### config.mk
export PLATFORM = sky130hd
export DESIGN_NAME = preemptive_priority_scheduler
export DESIGN_NICKNAME = d
export VERILOG_FILES = /design/src/pps_pkg.sv /design/src/pps_front.sv /design/src/pps_queue.sv /design/src/pps_back.sv /design/src/preemptive_priority_scheduler.sv
export SDC_FILE = /design/constraint.sdc
export NUM_CORES = 2
export LEC_CHECK = 0
export ABC_CLOCK_PERIOD_IN_PS = 10300
export BUFFER_PORTS_ARGS = -buffer_cell sky130_fd_sc_hd__buf_2
export CORE_ASPECT_RATIO = 1.1
export CORE_MARGIN = 2
export CORE_UTILIZATION = 30
export CTS_BUF_LIST = sky130_fd_sc_hd__clkbuf_2
export DETAILED_ROUTE_END_ITERATION = 16
export GPL_TIMING_DRIVEN = 1
export REMOVE_ABC_BUFFERS = 1
export SLEW_MARGIN = 20
export SYNTH_ARGS = -nofsm -noshare
export SYNTH_HDL_FRONTEND = slang
export SYNTH_SLANG_ARGS = --single-unit
### constraint.sdc
create_clock -name clk -period 10.3 [get_ports clk]
set_input_delay 1.03 -clock clk [delete_from_list [all_inputs] [get_ports clk]]
set_output_delay 1.03 -clock clk [all_outputs]
set_load 0.005 [all_outputs]
### src/pps_pkg.sv
// shared types and constants of the preemptive priority scheduler
`default_nettype none

package pps_pkg;

	// default sizes of the task table and its fields
	localparam int DEF_MAX_TASKS  = 16;
	localparam int DEF_TIME_WIDTH = 16;
	localparam int DEF_PRIO_WIDTH = 8;

	// entries of the queue between front and back
	localparam int QUEUE_DEPTH = 2;

	localparam int TASK_COUNT_W = 5;
	localparam logic [TASK_COUNT_W-1:0] TASK_COUNT_RESET = 5'd1;

	typedef logic [1:0]  opcode_t;
	typedef logic [3:0]  task_idx_t;
	typedef logic [15:0] time_field_t;
	typedef logic [7:0]  prio_field_t;
	typedef logic [15:0] wait_ticks_t;
	typedef logic [16:0] turn_ticks_t;
	typedef logic [TASK_COUNT_W-1:0] task_count_t;

	localparam opcode_t OP_LOAD  = 2'd0;
	localparam opcode_t OP_TICK  = 2'd1;
	localparam opcode_t OP_QUERY = 2'd2;

	typedef struct packed {
		opcode_t     opcode;
		task_idx_t   task_index;
		time_field_t arrival_time;
		time_field_t burst_length;
		prio_field_t task_priority;
	} request_t;

	typedef struct packed {
		task_idx_t   running_index;
		logic        running_valid;
		logic        all_finished;
		wait_ticks_t wait_ticks;
		turn_ticks_t turnaround_ticks;
		logic        is_query_reply;
	} result_t;

	typedef enum logic [1:0] {
		CMD_LOAD,
		CMD_TICK,
		CMD_QUERY
	} cmd_kind_t;

	// a classified request as it travels through the queue
	typedef struct packed {
		cmd_kind_t   kind;
		logic        idx_ok;
		task_idx_t   task_index;
		time_field_t arrival_time;
		time_field_t burst_length;
		prio_field_t task_priority;
	} cmd_t;

endpackage

`default_nettype wire

### src/pps_front.sv
// request intake: accepts, classifies and stages requests for the queue
`default_nettype none

module pps_front #(
	parameter int MAX_TASKS = pps_pkg::DEF_MAX_TASKS
) (
	input  wire              clk,
	input  wire              arst_n,
	input  wire              start,
	input  pps_pkg::request_t request,
	output logic             busy,
	output logic             q_push,
	output pps_pkg::cmd_t    q_data,
	input  wire              q_full
);

	logic          vld_s1;
	pps_pkg::cmd_t cmd_s1;
	pps_pkg::cmd_t cmd_d;
	logic          keep;
	logic          accept;

	assign busy   = vld_s1 && q_full;
	assign accept = start && !busy;
	assign q_push = vld_s1 && !q_full;
	assign q_data = cmd_s1;

	always_comb begin
		cmd_d.kind          = pps_pkg::CMD_LOAD;
		cmd_d.idx_ok        = int'(request.task_index) < MAX_TASKS;
		cmd_d.task_index    = request.task_index;
		cmd_d.arrival_time  = request.arrival_time;
		cmd_d.burst_length  = request.burst_length;
		cmd_d.task_priority = request.task_priority;
		keep                = 1'b1;
		case (request.opcode)
			pps_pkg::OP_LOAD: begin
				cmd_d.kind = pps_pkg::CMD_LOAD;
				// a load beyond the table does nothing
				keep       = cmd_d.idx_ok;
			end
			pps_pkg::OP_TICK: begin
				cmd_d.kind = pps_pkg::CMD_TICK;
			end
			pps_pkg::OP_QUERY: begin
				cmd_d.kind = pps_pkg::CMD_QUERY;
			end
			default: begin
				keep = 1'b0;
			end
		endcase
	end

	always_ff @(posedge clk or negedge arst_n) begin
		if (!arst_n) begin
			vld_s1 <= 1'b0;
		end else if (accept) begin
			vld_s1 <= keep;
		end else if (q_push) begin
			vld_s1 <= 1'b0;
		end
	end

	always_ff @(posedge clk) begin
		if (accept) begin
			cmd_s1 <= cmd_d;
		end
	end

endmodule

`default_nettype wire

### src/pps_queue.sv
// short request queue between intake and execution
`default_nettype none

module pps_queue (
	input  wire           clk,
	input  wire           arst_n,
	input  wire           push,
	input  pps_pkg::cmd_t push_data,
	output logic          full,
	input  wire           pop,
	output logic          valid,
	output pps_pkg::cmd_t head
);

	localparam int QD = pps_pkg::QUEUE_DEPTH;
	localparam int PW = (QD > 1) ? $clog2(QD) : 1;
	localparam int CW = $clog2(QD + 1);

	pps_pkg::cmd_t   mem_q [QD];
	logic [PW-1:0]   wr_ptr_q;
	logic [PW-1:0]   rd_ptr_q;
	logic [CW-1:0]   count_q;
	logic            do_push;
	logic            do_pop;

	assign full    = count_q == CW'(QD);
	assign valid   = count_q != '0;
	assign head    = mem_q[rd_ptr_q];
	assign do_push = push && !full;
	assign do_pop  = pop && valid;

	always_ff @(posedge clk or negedge arst_n) begin
		if (!arst_n) begin
			wr_ptr_q <= '0;
			rd_ptr_q <= '0;
			count_q  <= '0;
		end else begin
			if (do_push) begin
				wr_ptr_q <= (wr_ptr_q == PW'(QD - 1)) ? '0 : wr_ptr_q + PW'(1);
			end
			if (do_pop) begin
				rd_ptr_q <= (rd_ptr_q == PW'(QD - 1)) ? '0 : rd_ptr_q + PW'(1);
			end
			if (do_push && !do_pop) begin
				count_q <= count_q + CW'(1);
			end else if (do_pop && !do_push) begin
				count_q <= count_q - CW'(1);
			end
		end
	end

	always_ff @(posedge clk) begin
		if (do_push) begin
			mem_q[wr_ptr_q] <= push_data;
		end
	end

endmodule

`default_nettype wire

### src/pps_back.sv
// execution of loads, ticks and queries over the task table
`default_nettype none

module pps_back #(
	parameter int MAX_TASKS  = pps_pkg::DEF_MAX_TASKS,
	parameter int TIME_WIDTH = pps_pkg::DEF_TIME_WIDTH,
	parameter int PRIO_WIDTH = pps_pkg::DEF_PRIO_WIDTH
) (
	input  wire                  clk,
	input  wire                  arst_n,
	input  wire                  cfg_we,
	input  pps_pkg::task_count_t cfg_wdata,
	input  wire                  q_valid,
	input  pps_pkg::cmd_t        q_head,
	output logic                 q_pop,
	output logic                 result_valid,
	output pps_pkg::result_t     result
);

	localparam int TW = TIME_WIDTH;
	localparam int PW = PRIO_WIDTH;
	localparam int SW = TIME_WIDTH + 1;
	localparam int IW = (MAX_TASKS > 1) ? $clog2(MAX_TASKS) : 1;
	localparam int CW = $clog2(MAX_TASKS + 1);

	typedef struct packed {
		logic [TW-1:0] arrival;
		logic [TW-1:0] burst;
		logic [TW-1:0] remaining;
		logic [PW-1:0] prio;
	} ent_t;

	typedef enum logic [2:0] {
		ST_IDLE,
		ST_LOAD,
		ST_SCAN,
		ST_DRAIN,
		ST_FINISH,
		ST_QREAD,
		ST_QREPLY
	} state_t;

	ent_t                 task_mem [MAX_TASKS];
	logic [TW-1:0]        wait_mem [MAX_TASKS];
	logic [MAX_TASKS-1:0] wait_vld_q;
	logic [MAX_TASKS-1:0] pending_q;

	state_t               state_q;
	pps_pkg::cmd_t        cmd_q;
	pps_pkg::task_count_t task_count_q;
	logic [TW-1:0]        tick_q;
	logic [IW-1:0]        scan_idx_q;
	logic                 eval_vld_s1;
	logic [IW-1:0]        eval_idx_s1;
	ent_t                 rd_ent_s1;
	logic [TW-1:0]        rd_wait_s1;
	logic                 rd_wvld_s1;
	logic                 best_vld_q;
	logic [IW-1:0]        best_idx_q;
	ent_t                 best_ent_q;
	logic                 best_incr_q;
	logic [TW-1:0]        best_wait_q;
	logic                 result_valid_q;
	pps_pkg::result_t     result_q;

	logic [CW-1:0]        n_eff;
	logic [MAX_TASKS-1:0] use_mask;
	logic                 scan_last;
	logic [IW-1:0]        cmd_addr;
	logic [IW-1:0]        rd_addr;
	logic [TW-1:0]        wait_cur;
	logic                 cand_ready;
	logic                 wait_inc;
	logic                 cand_better;
	logic [TW-1:0]        best_rem_dec;
	ent_t                 load_ent;
	logic                 task_we;
	logic [IW-1:0]        task_waddr;
	ent_t                 task_wdata;
	logic                 wait_we;
	logic [IW-1:0]        wait_waddr;
	logic [TW-1:0]        wait_wdata;
	logic [MAX_TASKS-1:0] pend_d;
	logic                 all_fin_d;
	logic [SW-1:0]        q_sum;

	assign result_valid = result_valid_q;
	assign result       = result_q;

	// zero tasks acts as one, too many as the full table
	always_comb begin
		if (task_count_q == '0) begin
			n_eff = CW'(1);
		end else if (int'(task_count_q) > MAX_TASKS) begin
			n_eff = CW'(MAX_TASKS);
		end else begin
			n_eff = CW'(task_count_q);
		end
	end

	always_comb begin
		for (int j = 0; j < MAX_TASKS; j++) begin
			use_mask[j] = j < int'(n_eff);
		end
	end

	assign scan_last = (CW'(scan_idx_q) + CW'(1)) == n_eff;
	assign cmd_addr  = IW'(cmd_q.task_index);
	assign rd_addr   = (state_q == ST_SCAN) ? scan_idx_q : cmd_addr;

	// never-written wait entries read as zero
	assign wait_cur    = rd_wvld_s1 ? rd_wait_s1 : '0;
	assign cand_ready  = eval_vld_s1 && (rd_ent_s1.arrival <= tick_q) &&
		pending_q[eval_idx_s1];
	assign wait_inc    = cand_ready && (wait_cur != '1);
	assign cand_better = cand_ready && (!best_vld_q ||
		(rd_ent_s1.prio < best_ent_q.prio) ||
		((rd_ent_s1.prio == best_ent_q.prio) &&
		 (rd_ent_s1.arrival <= best_ent_q.arrival)));
	assign best_rem_dec = best_ent_q.remaining - TW'(1);

	always_comb begin
		load_ent.arrival   = TW'(cmd_q.arrival_time);
		load_ent.burst     = TW'(cmd_q.burst_length);
		load_ent.remaining = TW'(cmd_q.burst_length);
		load_ent.prio      = PW'(cmd_q.task_priority);
	end

	always_comb begin
		task_we    = 1'b0;
		task_waddr = best_idx_q;
		task_wdata = best_ent_q;
		task_wdata.remaining = best_rem_dec;
		if (state_q == ST_LOAD) begin
			task_we    = cmd_q.idx_ok;
			task_waddr = cmd_addr;
			task_wdata = load_ent;
		end else if (state_q == ST_FINISH) begin
			task_we = best_vld_q;
		end
	end

	// every ready task is counted as waiting during the scan, the winner is undone at the end
	always_comb begin
		if (state_q == ST_FINISH) begin
			wait_we    = best_vld_q && best_incr_q;
			wait_waddr = best_idx_q;
			wait_wdata = best_wait_q - TW'(1);
		end else begin
			wait_we    = wait_inc;
			wait_waddr = eval_idx_s1;
			wait_wdata = wait_cur + TW'(1);
		end
	end

	always_comb begin
		pend_d = pending_q;
		if (state_q == ST_LOAD && cmd_q.idx_ok) begin
			pend_d[cmd_addr] = load_ent.burst != '0;
		end else if (state_q == ST_FINISH && best_vld_q) begin
			pend_d[best_idx_q] = best_rem_dec != '0;
		end
	end

	assign all_fin_d = ~|(pend_d & use_mask);
	assign q_sum     = SW'(rd_ent_s1.burst) + SW'(wait_cur);
	assign q_pop     = (state_q == ST_IDLE) && q_valid;

	always_ff @(posedge clk) begin
		if (task_we) begin
			task_mem[task_waddr] <= task_wdata;
		end
		rd_ent_s1 <= task_mem[rd_addr];
	end

	always_ff @(posedge clk) begin
		if (wait_we) begin
			wait_mem[wait_waddr] <= wait_wdata;
		end
		rd_wait_s1 <= wait_mem[rd_addr];
	end

	always_ff @(posedge clk or negedge arst_n) begin
		if (!arst_n) begin
			wait_vld_q <= '0;
			rd_wvld_s1 <= 1'b0;
		end else begin
			if (wait_we) begin
				wait_vld_q[wait_waddr] <= 1'b1;
			end
			rd_wvld_s1 <= wait_vld_q[rd_addr];
		end
	end

	always_ff @(posedge clk or negedge arst_n) begin
		if (!arst_n) begin
			state_q        <= ST_IDLE;
			cmd_q          <= '0;
			task_count_q   <= pps_pkg::TASK_COUNT_RESET;
			tick_q         <= '0;
			pending_q      <= '0;
			scan_idx_q     <= '0;
			eval_vld_s1    <= 1'b0;
			eval_idx_s1    <= '0;
			best_vld_q     <= 1'b0;
			best_idx_q     <= '0;
			best_ent_q     <= '0;
			best_incr_q    <= 1'b0;
			best_wait_q    <= '0;
			result_valid_q <= 1'b0;
			result_q       <= '0;
		end else begin
			result_valid_q <= 1'b0;
			pending_q      <= pend_d;
			if (cfg_we) begin
				task_count_q <= cfg_wdata;
			end
			if (cand_better) begin
				best_vld_q  <= 1'b1;
				best_idx_q  <= eval_idx_s1;
				best_ent_q  <= rd_ent_s1;
				best_incr_q <= wait_inc;
				best_wait_q <= wait_inc ? wait_cur + TW'(1) : wait_cur;
			end
			case (state_q)
				ST_IDLE: begin
					if (q_valid) begin
						cmd_q <= q_head;
						case (q_head.kind)
							pps_pkg::CMD_LOAD: begin
								state_q <= ST_LOAD;
							end
							pps_pkg::CMD_TICK: begin
								scan_idx_q  <= '0;
								eval_vld_s1 <= 1'b0;
								best_vld_q  <= 1'b0;
								state_q     <= ST_SCAN;
							end
							pps_pkg::CMD_QUERY: begin
								state_q <= ST_QREAD;
							end
							default: begin
								state_q <= ST_IDLE;
							end
						endcase
					end
				end
				ST_LOAD: begin
					state_q <= ST_IDLE;
				end
				ST_SCAN: begin
					eval_vld_s1 <= 1'b1;
					eval_idx_s1 <= scan_idx_q;
					if (scan_last) begin
						state_q <= ST_DRAIN;
					end else begin
						scan_idx_q <= scan_idx_q + IW'(1);
					end
				end
				ST_DRAIN: begin
					eval_vld_s1 <= 1'b0;
					state_q     <= ST_FINISH;
				end
				ST_FINISH: begin
					if (tick_q != '1) begin
						tick_q <= tick_q + TW'(1);
					end
					result_q                  <= '0;
					result_q.running_index    <= best_vld_q ?
						pps_pkg::task_idx_t'(best_idx_q) : '0;
					result_q.running_valid    <= best_vld_q;
					result_q.all_finished     <= all_fin_d;
					result_valid_q            <= 1'b1;
					state_q                   <= ST_IDLE;
				end
				ST_QREAD: begin
					state_q <= ST_QREPLY;
				end
				ST_QREPLY: begin
					result_q                  <= '0;
					result_q.all_finished     <= all_fin_d;
					result_q.is_query_reply   <= 1'b1;
					if (cmd_q.idx_ok) begin
						result_q.wait_ticks       <= pps_pkg::wait_ticks_t'(wait_cur);
						result_q.turnaround_ticks <= pps_pkg::turn_ticks_t'(q_sum);
					end
					result_valid_q            <= 1'b1;
					state_q                   <= ST_IDLE;
				end
				default: begin
					state_q <= ST_IDLE;
				end
			endcase
		end
	end

	a_result_single: assert property (@(posedge clk) disable iff (!arst_n)
		result_valid_q |=> !result_valid_q)
		else $error("result strobe held for more than one cycle");

	a_winner_pending: assert property (@(posedge clk) disable iff (!arst_n)
		(state_q == ST_FINISH && best_vld_q) |-> pending_q[best_idx_q])
		else $error("selected task has no work left");

	a_tick_step: assert property (@(posedge clk) disable iff (!arst_n)
		(tick_q != $past(tick_q)) |-> (tick_q == $past(tick_q) + TW'(1)))
		else $error("tick counter moved by other than one");

	a_eval_follows_scan: assert property (@(posedge clk) disable iff (!arst_n)
		eval_vld_s1 |-> ($past(state_q) == ST_SCAN))
		else $error("entry evaluated without a read issued by the scan");

endmodule

`default_nettype wire

### src/preemptive_priority_scheduler.sv
// top level of the tick-driven preemptive priority scheduler
//
// requests: raise start with request; it is taken at a clock edge where busy
// is low. opcode load writes one task entry, tick runs one time step, query
// reads one task's wait and turnaround. opcode 3 is dropped.
// results: a tick or a query gives one result on result, marked by
// result_valid for exactly one cycle; a load gives none. the receiver cannot
// stall, so results are never held back.
// configuration: cfg_we writes cfg_wdata into the task count; write it only
// while no request is outstanding.
// timing: a request is registered in intake, then waits in a two-entry
// queue while an earlier one executes. a load executes in the load state,
// a query in the read and reply states, a tick in the scan, which reads
// one table entry per cycle through the shared read address of the table
// memories, then in the drain and finish states, where the winner's counts
// are written back. results are registered in the last execution state.
// reset: the tick counter and all wait counts read zero, task count is one,
// the queue is empty; task entries hold nothing until loaded.
`default_nettype none

module preemptive_priority_scheduler #(
	parameter int MAX_TASKS  = pps_pkg::DEF_MAX_TASKS,
	parameter int TIME_WIDTH = pps_pkg::DEF_TIME_WIDTH,
	parameter int PRIO_WIDTH = pps_pkg::DEF_PRIO_WIDTH
) (
	input  wire                  clk,
	input  wire                  arst_n,
	input  wire                  cfg_we,
	input  pps_pkg::task_count_t cfg_wdata,
	input  wire                  start,
	input  pps_pkg::request_t    request,
	output logic                 busy,
	output logic                 result_valid,
	output pps_pkg::result_t     result
);

	logic          q_push;
	pps_pkg::cmd_t q_data;
	logic          q_full;
	logic          q_pop;
	logic          q_valid;
	pps_pkg::cmd_t q_head;

	pps_front #(
		.MAX_TASKS (MAX_TASKS)
	) u_front (
		.clk     (clk),
		.arst_n  (arst_n),
		.start   (start),
		.request (request),
		.busy    (busy),
		.q_push  (q_push),
		.q_data  (q_data),
		.q_full  (q_full)
	);

	pps_queue u_queue (
		.clk       (clk),
		.arst_n    (arst_n),
		.push      (q_push),
		.push_data (q_data),
		.full      (q_full),
		.pop       (q_pop),
		.valid     (q_valid),
		.head      (q_head)
	);

	pps_back #(
		.MAX_TASKS  (MAX_TASKS),
		.TIME_WIDTH (TIME_WIDTH),
		.PRIO_WIDTH (PRIO_WIDTH)
	) u_back (
		.clk          (clk),
		.arst_n       (arst_n),
		.cfg_we       (cfg_we),
		.cfg_wdata    (cfg_wdata),
		.q_valid      (q_valid),
		.q_head       (q_head),
		.q_pop        (q_pop),
		.result_valid (result_valid),
		.result       (result)
	);

endmodule

`default_nettype wire
Yosys cells after proc, flatten, opt, wreduce, memory -nomap -nowiden
Memory sizes are Yosys's and may differ from the RTL's. A register that Yosys moved wholly into a read port is not among the register bits.
Index checks and enable logic that the tools add are counted.
Widths: inputs -> output; s select.
{"block": "totals", "regBits": 281, "ramBits": 1244, "input_bits": 55, "word_cells": 207, "memories": 3}
{"block": "classes", "add_sub_neg": 11, "order_cmp": 28, "n_eq_ne": 19, "muxes": 59, "bitwise_logic": 2, "reduce_logical": 47}
{"name": "u_back.task_mem", "depth": 16, "width": 56, "read_ports": 1, "rd_ports_with_merged_regs": 1, "wr": 1, "line_no": "pps_back.sv:43", "text": "ent_t task_mem [MAX_TASKS];"}
{"name": "u_back.wait_mem", "depth": 16, "width": 16, "read_ports": 1, "rd_ports_with_merged_regs": 1, "wr": 1, "line_no": "pps_back.sv:44", "text": "logic [TW-1:0] wait_mem [MAX_TASKS];"}
{"name": "u_queue.mem_q", "depth": 2, "width": 46, "read_ports": 1, "rd_ports_with_merged_regs": 0, "wr": 1, "line_no": "pps_queue.sv:19", "text": "pps_pkg::cmd_t mem_q [QD];"}
{"operator": "$mux 16", "count": 5}
{"operator": "$pmux 40 s2", "count": 1}
{"operator": "$mux 56", "count": 1}
{"operator": "$lt 4x5->1 const A", "count": 8}
{"operator": "$mux 33", "count": 1}
{"operator": "$add 16x1->16 const B", "count": 2}
{"operator": "$bwmux 16", "count": 2}
{"operator": "$le 16x16->1", "count": 2}
{"operator": "$ne 16x16->1 const B", "count": 2}
{"operator": "$reduce_bool 16->1", "count": 2}
{"operator": "$sub 16x1->16 const B", "count": 2}
{"operator": "$mux 4", "count": 7}
{"operator": "$mux 1", "count": 26}
{"operator": "$lt 4x5->1 const B", "count": 5}
{"operator": "$lt 3x5->1 const A", "count": 4}
{"operator": "$logic_and 1x1->1", "count": 19}
{"operator": "$add 16x16->17", "count": 1}
{"operator": "$and 16x16->16", "count": 1}
{"operator": "$or 16x16->16", "count": 1}
{"operator": "$reduce_or 16->1", "count": 1}
{"operator": "$demux 1 s4", "count": 3}
{"operator": "$ge 4x1->1 const B", "count": 3}
{"operator": "$pmux 3 s4", "count": 1}
{"operator": "$lt 1x5->1 const A", "count": 2}
{"operator": "37 further kinds", "count": 64}

Depth between registers and ports, before layout
{"block": "logic_depth", "word_depth": 11, "depth_mapped": 15}

Hierarchy
A second synthesis with hierarchy kept.
{"block": "unflattened", "cells_unflattened": 3684, "hier_area_um2": 63926.3}
{"mod": "pps_back", "n_inst": 1, "cells_per_inst": 3463, "area_per_inst_um2": 58793.9}
{"mod": "pps_queue", "n_inst": 1, "cells_per_inst": 165, "area_per_inst_um2": 3668.5}
{"mod": "pps_front", "n_inst": 1, "cells_per_inst": 56, "area_per_inst_um2": 1463.9}

Worst setup path before layout
Ideal clock, no wire load.
{"block": "synth_timing", "path_type": "register to register", "start": "register u_back.state_q[1]", "end": "memory u_back.task_mem[5][0] (netlist bit), enable pin", "setup_ps": 547, "arrival_time_ps": 5366, "path_slack_ps": 4387, "path_stages_with_launch": 6, "path_buffers": 1, "synth_period_minus_slack_ps": 5913, "cell_sequence": "dfrtp_1 -> buf_2 -> nor3b_2 -> and3_1 -> nand2b_1 -> o21ai_0"}
{"block": "synth_via", "elab_chain_len": 5}
{"item": "from (decl)", "line_no": "pps_back.sv:48", "text": "state_t state_q;"}
{"item": "from (signal assigned)", "line_no": "pps_back.sv:197", "text": "state_q <= ST_IDLE;"}
{"item": "from (signal assigned)", "line_no": "pps_back.sv:231", "text": "state_q <= ST_LOAD;"}
{"item": "from (signal assigned)", "line_no": "pps_back.sv:237", "text": "state_q <= ST_SCAN;"}
{"item": "$eq 3x3->1", "line_no": "pps_back.sv:138", "text": "end else if (state_q == ST_FINISH) begin"}
{"item": "$mux 1", "line_no": "pps_back.sv:138"}
{"item": "$mux 1", "line_no": "pps_back.sv:134", "text": "if (state_q == ST_LOAD) begin"}
{"item": "$mux 1", "line_no": "pps_back.sv:170", "text": "if (task_we) begin"}
{"item": "$mux 1 (implied by the code)", "line_no": "pps_back.sv:171", "text": "task_mem[task_waddr] <= task_wdata;"}
{"item": "to (decl)", "line_no": "pps_back.sv:43"}
Several ways; a longest one is shown, not always the timed one.

Worst setup path after layout
{"block": "layout_timing", "start": "register u_back.rd_wvld_s1", "end": "register u_back.wait_vld_q[0]"}
{"block": "layout_via", "elab_chain_len": 4}
{"item": "from (decl)", "line_no": "pps_back.sv:57", "text": "logic rd_wvld_s1;"}
{"item": "from (signal assigned)", "line_no": "pps_back.sv:191", "text": "rd_wvld_s1 <= wait_vld_q[rd_addr];"}
{"item": "$mux 16", "line_no": "pps_back.sv:112", "text": "assign wait_cur = rd_wvld_s1 ? rd_wait_s1 : '0;"}
{"item": "$ne 16x16->1", "line_no": "pps_back.sv:115", "text": "assign wait_inc = cand_ready && (wait_cur != '1);"}
{"item": "$logic_and 1x1->1", "line_no": "pps_back.sv:115"}
{"item": "$mux 1", "line_no": "pps_back.sv:145", "text": "if (state_q == ST_FINISH) begin"}
{"item": "to (signal assigned)", "line_no": "pps_back.sv:185", "text": "wait_vld_q <= '0;"}
{"item": "to (signal, indexed assignment)", "line_no": "pps_back.sv:189", "text": "wait_vld_q[wait_waddr] <= 1'b1;"}
{"item": "to (decl)", "line_no": "pps_back.sv:45", "text": "logic [MAX_TASKS-1:0] wait_vld_q;"}
Every way passes these cells.
A chain may end at the register's enable or synchronous reset.

==> reports/metrics.yaml <==
outcome: "completed"
clock-root-buffer: "clkbuf_2"
synth_common_cells: "nand2_1, edfxtp_1, nand3_1, clkbuf_1, dfrtp_1"
synth_area_sq_um: 64680
synth_top_area_cell: "edfxtp_1"
avgRoutedWirePerCell_um: 20.14
synth_top_family_by_area: "simple AND/OR/NAND/NOR gates"
initial_utilization_pct: 30.22
first_iter_violations: 3832
synthTopCellsByArea: "edfxtp_1, dfrtp_1, nand2_1"
hold_buffers: 117
worstMarginPinSlew_ns: 1.187
period_minus_slack_ns: 4.711
synthXorXnorAreaFrac_pct: 1.016
synth-compound-area-share_pct: 7.699
drc: 0
core_sq_um: 214000
p_per_area_nw_per_um2: 294.6
cp.arrival_ns: 6.35
p_leak_nw: 27.51
antenna_found_initial: 6
viasPerCell: 4.947
clock.fmax_ghz: 0.2123
critPathCaptureType: "flop"
multi_input_area_sq_um: 17540
path_cells: "and2_1 > ha_1 > nand4_1 > nor4_1 > and3_1 > and3_1 > nand3_1 > a31oi_2 > nor3_2 > buf_4 > or2_2"
die_w_um: 446.7
synthSimpleGateAreaFrac_pct: 14.37
worst_path_largest_cell_delay_ns: 0.76
finalCritPeriodShare_pct: 45.74
async_reset_ff_share_pct: 14.72
overflow: 0
syn-instance-count: 5127
yosysWarnings: 0
ff2ff_setup_slack_ns: 5.59
required_ns: 11.94
whs_ns: 0.3014
place_area_sq_um: 68940
grt_max_degree: 187
route.vias.total: 43323
fin_worst_skew_ns: 0.1865
hpwl_um: 93360
finalNonFillerCells: 8757
synth_top_area_share_pct: 59.89
synth_fa_ha_area_share_pct: 1.265
num_rows: 178
crit_end: "u_back.wait_vld_q[0]"
rr_worst_depth: 11
hold_path.class: "in2reg"
firstDrtPassIters: 6
drv_slew: 0
utilization_pct: 34.56
yosysMostFrequentCell: "nand2_1"
io_pins: 97
gp_congestion: 0.8481
fin_nets: 5662
synth.distinct_cells: 81
ys_seq_area_share_pct: 71.21
cts_tree: "done"
cp-startpoint: "u_back.rd_wvld_s1"
numCtsBuffers: 406
synth.area.mux_share_pct: 2.095
crit_path_top_delay_cell: "a31oi_2"
drive_gt1_share_pct: 17.44
relSlewSlack_pct: 20.86
areaGrowthSynthToFinish_pct: 14.37
cts_resized: 0
cp_num_buf_inv: 1
ff_latch_area_sq_um: 46060
clkTransAtPathRegs_ns: 0.10
synth_edf_count: 1290
cts_setup_buffers: 0
cts.sinks: 1597
clkLatencyLatePin_ns: 1.77
crit_path_max_fanout: 20
wirelength_um: 176400
cp_top_family: "simple AND/OR/NAND/NOR gates"
finalHoldViolCount: 0
fin_area_sq_um: 73970
dp.cells: 7898
cts_buffer_depth: 4
grt_pass1_wl_um: 262700
crit_path_start_kind: "flop"
fill_cells: 21092
cp_num_cells: 11
critPathMostFrequentCell: "and3_1"
worst_r2r_startpoint: "u_back.rd_wvld_s1"
io_buffers: 96
ys.flop_type: "edfxtp_1"
synth-seq-cells: 1597
ant_nets: 0
finalSetupViolCount: 0
rsz0062_at_grt: "no"
h-tree-depth: 5
first_global_vias: 42539
worstSetupPathType: "reg2reg"
worstReg2RegEnd: "u_back.wait_vld_q[0]"
die_h_um: 491.0
ir_worst_vdd_v: 0.0003499
dieArea_sq_um: 219300
max-cap-violations: 0
grt_use_total_pct: 15.66
synth_area_per_cell_sq_um: 12.62
==> worst min path at each step <==
stage / startpoint / to / slack (ns) / cells past startpoint
after floorplan: u_front.q_data[0] / u_queue.mem_q[0][0] / 0.42 / 0
after global placement: u_front.q_data[20] / u_queue.mem_q[0][20] / 0.43 / 0
after detailed placement: u_front.q_data[20] / u_queue.mem_q[0][20] / 0.43 / 0
after CTS: request[45] / u_front.q_data[46] / 0.02 / 3
after global routing: request[45] / u_front.q_data[46] / 0.1 / 3
final: request[45] / u_front.q_data[46] / 0.30 / 3
==> worst min-delay path: cells and delay by family <==
kind,cells,cell delay [ns]
buffers and inverters,2,0.64
AND/OR/NAND/NOR,1,0.16
==> layer usage <==
metal	vias up	track usage, %	part of all wire [%]
met4	2	6.208	3.0
met2	1639	26.43	50
met3	327	2.907	6.7
met1	21475	19.73	41
li1	19880	-	-
met5	-	0	0.0074
==> per-stage QoR <==
step	power, mW	setup slack, ns	TNS, ns
6_report	21.80	5.589	0
5_1_grt	23.20	5.311	0
4_1_cts	21.97	5.634	0
3_5_place_dp	17.51	5.697	0
3_3_place_gp	17.34	5.753	0
2_1_floorplan	16.07	-6.427	-467.79
==> power by group <==
group | leakage, nW | internal, mW | switching [mW] | total, mW
sequential | 15.4 | 8.73 | 0.664 | 9.40
clock | 2.92 | 1.83 | 2.54 | 4.37
combinational | 9.23 | 2.52 | 5.52 | 8.03
total | 27.5 | 13.1 | 8.72 | 21.8
==> cells by family (layout without fill, tap and decap cells) <==
group,after synthesis,after routing
flops,1597,1597
fa+ha+maj,65,65
mux,122,122
buf+inv,398,1141
xor+xnor,75,75
other cells,0,7
simple gates,2147,2147
compound gates,723,723
==> layout make-up <==
class | instances | share of cell area, %
Antenna cell | 7 | 0.02368
Inverter | 77 | 0.3907
Multi-Input combinational cell | 3132 | 23.72
Tap cell | 2880 | 4.871
Clock inverter | 111 | 0.9049
Clock buffer | 624 | 4.222
Timing Repair Buffer | 329 | 3.599
Sequential cell | 1597 | 62.27
==> state kept, by name (all words and copies together), names as in the netlist, 2 cells and up <==
name,cells
u_back.best_wait_q,16
u_queue.count_q,2
u_queue.mem_q,92
u_back.scan_idx_q,4
u_back.task_mem,896
u_back.cmd_addr,4
u_back.result,40
u_back.rd_ent_s1,56
u_front.q_data,46
u_back.wait_vld_q,16
u_back.task_count_q,5
u_back.tick_q,16
u_back.state_q,3
u_back.pending_q,16
u_back.best_idx_q,4
u_back.wait_mem,256
u_back.eval_idx_s1,4
u_back.rd_wait_s1,16
u_back.best_ent_q,56
u_back.cmd_q,41
==> cells in the final DEF (no fill, tap or decap), drive strengths merged, types with 12 or more instances in the layout <==
| master | n |
|---|---|
| nand2 | 1369 |
| edfxtp | 1290 |
| clkbuf | 624 |
| nand3 | 320 |
| dfrtp | 234 |
| a311oi | 219 |
| buf | 213 |
| a21oi | 170 |
| and3 | 159 |
| nor2 | 132 |
| dlygate4sd3 | 116 |
| o21ai | 109 |
| clkinv | 99 |
| a31oi | 91 |
| inv | 80 |
| dfxtp | 72 |
| mux2 | 67 |
| ha | 63 |
| mux2i | 51 |
| nor3 | 50 |
| xnor2 | 49 |
| xor2 | 26 |
| o22ai | 19 |
| nand4 | 16 |
| and2 | 16 |
| a22o | 14 |
| nand2b | 14 |
| o21a | 13 |
| or3 | 12 |
| nor2b | 12 |
| nor4 | 12 |
Power figures use the tool's default switching activity.
